## src/design/sic_pkg.sv

```systemverilog
package sic_pkg;

    // width of every index-like field on the ports
    localparam int FIELD_BITS = 32;

    // result queue: room for the two words one input word can cause, plus slack
    localparam int Q_DEPTH    = 4;
    localparam int Q_PTR_BITS = $clog2(Q_DEPTH);
    localparam int Q_CNT_BITS = $clog2(Q_DEPTH + 1);

    typedef struct packed {
        logic                  out_valid;
        logic [FIELD_BITS-1:0] merged_begin;
        logic [FIELD_BITS-1:0] merged_end;
        logic [FIELD_BITS-1:0] offset_in_set;
        logic                  is_final;
        logic [FIELD_BITS-1:0] total_elements;
        logic [FIELD_BITS-1:0] largest_position;
        logic                  order_error;
    } result_t;

endpackage

```

## src/design/sorted_interval_coalescer_top.sv

```systemverilog
// result words are registered in the result queue and offered behind any words already waiting there
// throughput: one input word per cycle while s_ready is high; a word that closes a range and ends the list
// makes two result words, which leave one at a time through the result queue
// s_ready follows free space in the four-word result queue
// reset (aresetn low, synchronous) empties the queue and clears all merge state
module sorted_interval_coalescer_top import sic_pkg::*; #(
    parameter int INDEX_BITS = 32
) (
    input  logic                  aclk,
    input  logic                  aresetn,
    input  logic                  s_valid,
    output logic                  s_ready,
    input  logic [FIELD_BITS-1:0] s_range_begin,
    input  logic [FIELD_BITS-1:0] s_range_end,
    input  logic                  s_is_last_range,
    output logic                  m_valid,
    input  logic                  m_ready,
    output logic                  m_out_valid,
    output logic [FIELD_BITS-1:0] m_merged_begin,
    output logic [FIELD_BITS-1:0] m_merged_end,
    output logic [FIELD_BITS-1:0] m_offset_in_set,
    output logic                  m_is_final,
    output logic [FIELD_BITS-1:0] m_total_elements,
    output logic [FIELD_BITS-1:0] m_largest_position,
    output logic                  m_order_error
);

    logic       in_fire;
    result_t    res0, res1;
    logic [1:0] res_count;
    result_t    head;

    // a word is taken when it is valid and the queue can hold both of its possible results
    assign in_fire = s_valid & s_ready;

    // merge state and the results of the incoming word
    sic_core #(
        .INDEX_BITS (INDEX_BITS)
    ) u_core (
        .aclk      (aclk),
        .aresetn   (aresetn),
        .in_fire   (in_fire),
        .in_begin  (s_range_begin),
        .in_end    (s_range_end),
        .in_last   (s_is_last_range),
        .res0      (res0),
        .res1      (res1),
        .res_count (res_count)
    );

    // result queue parts the input side from a stalled output
    sic_outq u_outq (
        .aclk       (aclk),
        .aresetn    (aresetn),
        .push_en    (in_fire),
        .push_count (res_count),
        .push0      (res0),
        .push1      (res1),
        .room       (s_ready),
        .pop_valid  (m_valid),
        .pop_ready  (m_ready),
        .pop_data   (head)
    );

    // unpack the head of the queue onto the result ports
    assign m_out_valid        = head.out_valid;
    assign m_merged_begin     = head.merged_begin;
    assign m_merged_end       = head.merged_end;
    assign m_offset_in_set    = head.offset_in_set;
    assign m_is_final         = head.is_final;
    assign m_total_elements   = head.total_elements;
    assign m_largest_position = head.largest_position;
    assign m_order_error      = head.order_error;

endmodule

```

## src/design/sic_core.sv

```systemverilog
module sic_core import sic_pkg::*; #(
    parameter int INDEX_BITS = 32
) (
    input  logic                  aclk,
    input  logic                  aresetn,
    input  logic                  in_fire,
    input  logic [FIELD_BITS-1:0] in_begin,
    input  logic [FIELD_BITS-1:0] in_end,
    input  logic                  in_last,
    output result_t               res0,
    output result_t               res1,
    output logic [1:0]            res_count
);

    typedef logic [INDEX_BITS-1:0] idx_t;

    logic have_reg,  have_next;
    idx_t first_reg, first_next;
    idx_t last_reg,  last_next;
    idx_t offset_reg, offset_next;
    idx_t count_reg, count_next;
    idx_t lsize_reg, lsize_next;
    idx_t lord_reg,  lord_next;
    idx_t prev_reg,  prev_next;
    logic fault_reg, fault_next;

    idx_t    b, e;
    logic    nonempty, merge, close_mid;
    logic    have1;
    idx_t    first1, last1;
    idx_t    size_mid, size_fin;
    idx_t    offset1, count1, lsize1, lord1;
    idx_t    total_fin, lord_fin;
    result_t mid_res, fin_res;

    always_comb begin
        b = INDEX_BITS'(in_begin);
        e = INDEX_BITS'(in_end);

        nonempty   = b < e;
        fault_next = fault_reg | (nonempty & (b < prev_reg));
        merge      = nonempty & have_reg & (b <= last_reg);
        close_mid  = nonempty & have_reg & ~merge;

        // current range after this word
        have1  = have_reg | nonempty;
        first1 = first_reg;
        last1  = last_reg;
        if (merge) begin
            if (e > last_reg) begin
                last1 = e;
            end
        end else if (nonempty) begin
            first1 = b;
            last1  = e;
        end

        // closing the previous range when this one starts past it
        size_mid = last_reg - first_reg;
        offset1  = offset_reg;
        count1   = count_reg;
        lsize1   = lsize_reg;
        lord1    = lord_reg;
        if (close_mid) begin
            offset1 = offset_reg + size_mid;
            count1  = count_reg + idx_t'(1);
            if (size_mid > lsize_reg) begin
                lsize1 = size_mid;
                lord1  = count_reg;
            end
        end

        // flush on the last word
        size_fin  = last1 - first1;
        total_fin = offset1 + size_fin;
        lord_fin  = (size_fin > lsize1) ? count1 : lord1;

        mid_res                  = '0;
        mid_res.out_valid        = 1'b1;
        mid_res.merged_begin     = FIELD_BITS'(first_reg);
        mid_res.merged_end       = FIELD_BITS'(last_reg);
        mid_res.offset_in_set    = FIELD_BITS'(offset_reg);
        mid_res.order_error      = fault_next;

        fin_res                  = '0;
        fin_res.is_final         = 1'b1;
        fin_res.order_error      = fault_next;
        if (have1) begin
            fin_res.out_valid        = 1'b1;
            fin_res.merged_begin     = FIELD_BITS'(first1);
            fin_res.merged_end       = FIELD_BITS'(last1);
            fin_res.offset_in_set    = FIELD_BITS'(offset1);
            fin_res.total_elements   = FIELD_BITS'(total_fin);
            fin_res.largest_position = FIELD_BITS'(lord_fin);
        end

        res0      = close_mid ? mid_res : fin_res;
        res1      = fin_res;
        res_count = {1'b0, close_mid} + {1'b0, in_last};

        // next state; end of list returns everything to reset
        if (in_last) begin
            have_next   = 1'b0;
            first_next  = '0;
            last_next   = '0;
            offset_next = '0;
            count_next  = '0;
            lsize_next  = '0;
            lord_next   = '0;
            prev_next   = '0;
        end else begin
            have_next   = have1;
            first_next  = first1;
            last_next   = last1;
            offset_next = offset1;
            count_next  = count1;
            lsize_next  = lsize1;
            lord_next   = lord1;
            prev_next   = nonempty ? b : prev_reg;
        end
    end

    always_ff @(posedge aclk) begin
        if (!aresetn) begin
            have_reg   <= 1'b0;
            first_reg  <= '0;
            last_reg   <= '0;
            offset_reg <= '0;
            count_reg  <= '0;
            lsize_reg  <= '0;
            lord_reg   <= '0;
            prev_reg   <= '0;
            fault_reg  <= 1'b0;
        end else if (in_fire) begin
            have_reg   <= have_next;
            first_reg  <= first_next;
            last_reg   <= last_next;
            offset_reg <= offset_next;
            count_reg  <= count_next;
            lsize_reg  <= lsize_next;
            lord_reg   <= lord_next;
            prev_reg   <= prev_next;
            fault_reg  <= in_last ? 1'b0 : fault_next;
        end
    end

endmodule

```

## src/design/sic_outq.sv

```systemverilog
module sic_outq import sic_pkg::*; (
    input  logic       aclk,
    input  logic       aresetn,
    input  logic       push_en,
    input  logic [1:0] push_count,
    input  result_t    push0,
    input  result_t    push1,
    output logic       room,
    output logic       pop_valid,
    input  logic       pop_ready,
    output result_t    pop_data
);

    result_t                mem_reg [Q_DEPTH];
    logic [Q_PTR_BITS-1:0]  wr_ptr_reg, wr_ptr_next;
    logic [Q_PTR_BITS-1:0]  rd_ptr_reg, rd_ptr_next;
    logic [Q_CNT_BITS-1:0]  cnt_reg,    cnt_next;
    logic [Q_PTR_BITS-1:0]  wr_ptr_b;
    logic [Q_CNT_BITS-1:0]  n_in;
    logic                   pop;

    always_comb begin
        // two free entries needed before a word may come in
        room      = cnt_reg <= Q_CNT_BITS'(Q_DEPTH - 2);
        pop_valid = cnt_reg != '0;
        pop_data  = mem_reg[rd_ptr_reg];
        pop       = pop_valid & pop_ready;
        n_in      = push_en ? Q_CNT_BITS'(push_count) : '0;
        wr_ptr_b  = wr_ptr_reg + Q_PTR_BITS'(1);

        wr_ptr_next = wr_ptr_reg + Q_PTR_BITS'(n_in);
        rd_ptr_next = rd_ptr_reg + Q_PTR_BITS'(pop);
        cnt_next    = cnt_reg + n_in - Q_CNT_BITS'(pop);
    end

    always_ff @(posedge aclk) begin
        if (push_en && push_count != 2'd0) begin
            mem_reg[wr_ptr_reg] <= push0;
        end
        if (push_en && push_count == 2'd2) begin
            mem_reg[wr_ptr_b] <= push1;
        end
    end

    always_ff @(posedge aclk) begin
        if (!aresetn) begin
            wr_ptr_reg <= '0;
            rd_ptr_reg <= '0;
            cnt_reg    <= '0;
        end else begin
            wr_ptr_reg <= wr_ptr_next;
            rd_ptr_reg <= rd_ptr_next;
            cnt_reg    <= cnt_next;
        end
    end

endmodule
```

## config.mk

```make
export PLATFORM = sky130hd
export DESIGN_NAME = sorted_interval_coalescer_top
export DESIGN_NICKNAME = d
export VERILOG_FILES = /design/src/design/sic_pkg.sv /design/src/design/sorted_interval_coalescer_top.sv /design/src/design/sic_core.sv /design/src/design/sic_outq.sv
export SDC_FILE = /design/constraint.sdc
export NUM_CORES = 2
export LEC_CHECK = 0
export BUFFER_PORTS_ARGS = -buffer_cell sky130_fd_sc_hd__buf_2
export CAP_MARGIN = 30
export CELL_PAD_IN_SITES_DETAIL_PLACEMENT = 2
export CELL_PAD_IN_SITES_GLOBAL_PLACEMENT = 2
export CORE_MARGIN = 10
export CORE_UTILIZATION = 42
export DETAILED_ROUTE_END_ITERATION = 8
export PLACE_DENSITY_LB_ADDON = 0.1
export SETUP_SLACK_MARGIN = 0.05
export SYNTH_ARGS = -nofsm -noshare
export SYNTH_HDL_FRONTEND = slang
export SYNTH_SLANG_ARGS = --single-unit
export TNS_END_PERCENT = 50
```

## constraint.sdc

```tcl
create_clock -name aclk -period 10.1 [get_ports aclk]
set_input_delay 0.505 -clock aclk [delete_from_list [all_inputs] [get_ports aclk]]
set_output_delay 0.505 -clock aclk [all_outputs]
set_load 0.01 [all_outputs]
```

# Word level (Yosys, flattened, before mapping)
# Memories as Yosys holds them, arrays and structs flattened. A register that Yosys moved wholly into a read port is not among the register bits.
# Cells that the tools add are included.
# word_totals
output_inout_bits,165
elab_cells,78
ramBits,652
ff_bits,233
memories,1
inputBits,69
# memory_table
memory,depth,width,read_ports,rd_clocked_by_memory_dff,write_ports,line,text
u_outq.mem_reg,4,163,1,1,2,sic_outq.sv:14,result_t mem_reg [Q_DEPTH];
# classes
magnitude_cmp,7
n_mux,31
n_reduce_logical,6
add_sub_neg,11
eq_ne,1
bitwise_logic,9
# ops
cell,count
$mux 32,20
$mux 163,1
$mux 97,1
$gt 32x32->1,3
$add 32x32->32,2
$lt 32x32->1,2
$mux 64,1
$sub 32x32->32,2
$add 32x1->32 const B,1
$le 32x32->1,1
$and 1x1->1,6
$mux 1,6
$mux 2,2
$reduce_bool 2->1,2
$add 3x3->3,1
$le 3x2->1 const B,1
$reduce_bool 3->1,1
$sub 3x1->3,1
$add 1x1->2,1
$add 2x1->2,1
$add 2x1->2 const B,1
$add 2x2->2,1
$eq 2x2->1 const B,1
$logic_and 1x1->1,2
3 further kinds,4

# Longest topological paths before layout
# depth
word_depth,10
mapped_depth,40
mapped_depth_nobuf,35

# Cells and area by module
# From an unflattened synthesis, not the netlist that was laid out.
# hier_totals
hier_cells,4848
hier_area_um2,55635.9
# modules_own_cells
mod,seq_area_each_um2,n_inst,cells_each,area_per_inst_um2
sic_outq,19718.9,1,1627,31905.6
sic_core,4524.3,1,3220,23724.0
sorted_interval_coalescer_top,0.0,1,1,6.3

# Worst setup path before layout
# No wires, ideal clock.
# synth_path
kind,register to register
start,reg u_core.last_reg[31]
end,"mem u_outq.mem_reg[0][1] in the netlist's numbering, data pin"
t_required_ns,9.829
stages_incl_launch_ff,39
path_slack_ns,1.866
path_buffers,7
arrival_ns,7.963
cell_sequence,dfxtp_1 > clkbuf_1 > inv_1 > ha_1 > nand4_1 > nor4_1 > nand2_1 > a221o_1 > o21ai_1 > buf_2 > clkbuf_1 > clkbuf_1 > nand2_1 > o21ai_0 > ha_1 > clkbuf_1 > a21o_1 > a31o_1 > (+3 left out) > a21oi_1 > o41a_1 > a21oi_1 > o21bai_1 > a21oi_1 > xnor2_1 > ha_1 > nand4_1 > nor2_1 > nand3_1 > or4_1 > nor2b_1 > a22oi_1 > clkbuf_1 > buf_1 > nor3_1 > a311oi_1 > nor2_1
# synth_lines
element,line,text
from (decl),sic_core.sv:19,"idx_t last_reg, last_next;"
from (signal assigned),sic_core.sv:137,last_reg <= last_next;
to (decl),sic_outq.sv:14,

==> reports/qor.csv <==
stage,metric,value,unit
grt,pin count of the biggest net entering global routing,101,
routing,Wirelength per Cell,31.1,um
finish,Final #Nets,5367,
grt,global-route wire length before repair,308000,um
routing,# DRC,0,
worst_setup_path,Critical Path Fanout Max,15,
routing,Detailed Route Iter0 Violations,3784,
logic_synthesis,synth unique cells,93,
logic_synthesis,share of the synthesized area in the top cell type,37.8,%
routing,drt pass-1 iters,5,
placed_design,input/output buffers,233,
routing,vias per cell,6.37,
timing,final setup vio count,0,
timing,clock skew,0.0385,ns
worst_setup_path,Critical Path RT,10.55,ns
worst_setup_path,Crit path arrival time,9.99,ns
finish,layout cells sized above 1,15.4,%
logic_synthesis,"EDFF count, synth",648,
timing,Fmax,105,MHz
floorplan,io pins,234,
logic_synthesis,list of most frequent post-synthesis cells,"648 x edfxtp_1, 497 x nor2_1, 322 x ha_1, 282 x nand2_1",
worst_setup_path,crit path from,u_core.last_reg[14],
finish,footprint of the multi-input gates,25600,um^2
worst_setup_path,kind of cell adding the most delay to the critical path,compound AO/OA/AOI/OAI gates,
pwr,PwrDens,231,nW/um^2
logic_synthesis,Post-Syn Area,51500,um^2
grt,gr busiest metal,met2,
worst_setup_path,RR Endpoint,u_outq.mem_reg[3][4],
worst_setup_path,CP Class,register to register,
worst_setup_path,Most common cell on crit path,a21oi_1,
timing,Max Slew Vio Count,0,
grt,number of global-route vias before repair,46200,
timing,fin crit period,9.55,ns
timing,RSZ-0062 raised after global routing,false,
clock_network,clk buf depth,3,
logic_synthesis,"flops & latches, synth",885,
logic_synthesis,top_reg_cell synth,edfxtp_1,
logic_synthesis,Synth Net Count,5191,
clock_network,CTS Root Cell,clkbuf_16,
clock_network,clk sinks,885,
worst_setup_path,Critical Path End,u_outq.mem_reg[3][4],
hold_path,Hold Path Depth,3,
timing,crit share post-route,94.5,%
logic_synthesis,Mean Syn Cell Area,10.7,um^2
floorplan,core area,122000,um^2
pwr,Pleak,20.6,nW
routing,Routed Antenna Nets,0,
worst_setup_path,Worst R2R Start,u_core.last_reg[14],
floorplan,die height,370,um
clock_network,Num CTS Buffers,104,
floorplan,Rows,128,
finish,synth-to-layout area growth,13.4,%
logic_synthesis,YS warnings,0,
timing,Tightest Pin Transition,1.06,ns
clock_network,clk_lat worst skew,0.76,ns
clock_network,hold_buf cts,0,
logic_synthesis,Cells after Synth,4795,
timing,Rel. slew slack,28.6,%
finish,max reg flops,652,
worst_setup_path,WP depth,37,
floorplan,Starting Density,42.3,%
hold_path,HP Class,input port to register,
grt,number of antenna violations at the first check in global routing,15,
timing,Final Hold Viols,0,
grt,GR Util met1,39.7,%
grt,M3 GR Usage,4.10,%
placed_design,Setup WS pre-CTS,0.288,ns
clock_network,CTS tree,done,
clock_network,H-tree depth,3,
logic_synthesis,async set or reset register ratio after synthesis,0,%
logic_synthesis,most common cell in the netlist,edfxtp_1,
grt,GRT Overall Usage,29.6,%
finish,Fill cells,12300,
worst_setup_path,Reg2Reg Depth,37,
worst_setup_path,Bufs and invs on worst path,5,
placed_design,global placer's final weighted congestion,0.891,
logic_synthesis,leading area contributor after synthesis,edfxtp_1,
logic_synthesis,Synth area leaders,"edfxtp_1 38%, dfxtp_1 9.2%, ha_1 7.8%",
job,MaxCap Viol Count,0,
worst_setup_path,Worst setup SP type,register,
worst_setup_path,crit path max-delay cell type,or4_1,
run_status,outcome,"finished, final reports clean",
timing,Setup WS post-layout,0.552,ns
clock_network,"CTS clk-pin slew, worst paths",0.07,ns
pwr,Peak VDD IR,0.000212,V
grt,Overflow after GRT,0,
finish,register area,24200,um^2
routing,Total Wirelength,208000,um
worst_setup_path,"slowest stage delay, CP",0.58,ns
logic_synthesis,sequential fraction of the synthesis area,47.0,%
timing,Fin Setup TNS,0,ns
routing,DR vias,42600,
floorplan,Die X,370,um
floorplan,die area,137000,um^2
worst_setup_path,flop2flop setup slack,0.55,ns
worst_setup_path,CP endpoint kind,register,
placed_design,DP HPWL,140000,um
grt,met2 Use GR,49.7,%
==> layer usage <==
metal | vias up | wire (um)
met5 | - | 57
met4 | 10 | 5930
met3 | 330 | 12400
met2 | 1507 | 99700
met1 | 22400 | 89700
li1 | 18400 | -
==> power breakdown <==
| part | switching (mW) | internal, mW |
|---|---|---|
| clock network | 1.68 | 2.24 |
| logic | 3.48 | 1.90 |
| registers | 0.140 | 4.08 |
==> cells by family after synthesis <==
logic type	count (synthesis)	share of synthesized area (%)
xor+xnor	112	1.92
fa+ha+maj	327	8.01
mux	228	8.39
flops	885	47.0
simple gates	1363	12.6
buf+inv	532	3.99
compound gates	1348	18.1
==> worst register-to-register path, delay by kind of cell, from the launching register on <==
family,cells,cell delay [ns]
DFF,1,0.56
adders and majority gates,4,1.28
buffers and inverters,5,0.79
AOI/OAI and AO/OA,17,3.78
and+or+nand+nor,10,2.42
xor gates and xnor gates,1,0.41
==> worst min path at each step <==
stage	start	slack [ns]	to
after floorplan	u_outq.mem_reg[2][65]	0.42	u_outq.mem_reg[2][65]
after global placement	u_outq.mem_reg[0][65]	0.43	u_outq.mem_reg[0][65]
after detailed placement	u_outq.mem_reg[2][65]	0.44	u_outq.mem_reg[2][65]
after CTS	s_range_end[7]	0.07	u_core.last_reg[7]
after global routing	s_range_end[23]	0.14	u_core.last_reg[23]
final	s_range_end[7]	0.12	u_core.last_reg[7]
==> area by class of cell <==
cell class	count	share of cell area, %
timing repair buffer	362	3.89
clock buffer	147	4.88
tap	1625	3.48
antenna	2	0.00856
sequential	885	41.4
inverter	239	1.56
clock inverter	51	1.03
multi-input combinational	3379	43.7
==> stage by stage <==
stage	total power [mW]	hold slack (ns)	area, um^2	util, %	instances
floorplan	7.47	0.418	51500	-	4795
global placement	9.40	0.430	54900	45.0	6481
detailed placement	9.56	0.437	54900	45.0	6484
CTS	13.5	0.0727	58400	47.9	6682
global route	14.1	0.144	58500	48.0	6689
finish	13.5	0.118	58500	48.0	6690
==> cell usage in the layout (no fill, tap or decap), drive strengths merged, types with 86 or more instances in the layout <==
master and count:
edfxtp 648, nor2 499, buf 362, ha 322, nand2 283, inv 244, o21ai 240, a22oi 238
dfxtp 237, a21oi 230, a22o 222, nor2b 164, mux4 163, clkbuf 147, a21o 108, and2 95
nor3 86
==> timing repair <==
item                                    in CTS  in global routing
setup buffers                                0                  4
endpoints found under the setup margin       0                132
gates resized for setup                      0                 12
Power figures use the tool's default switching activity.
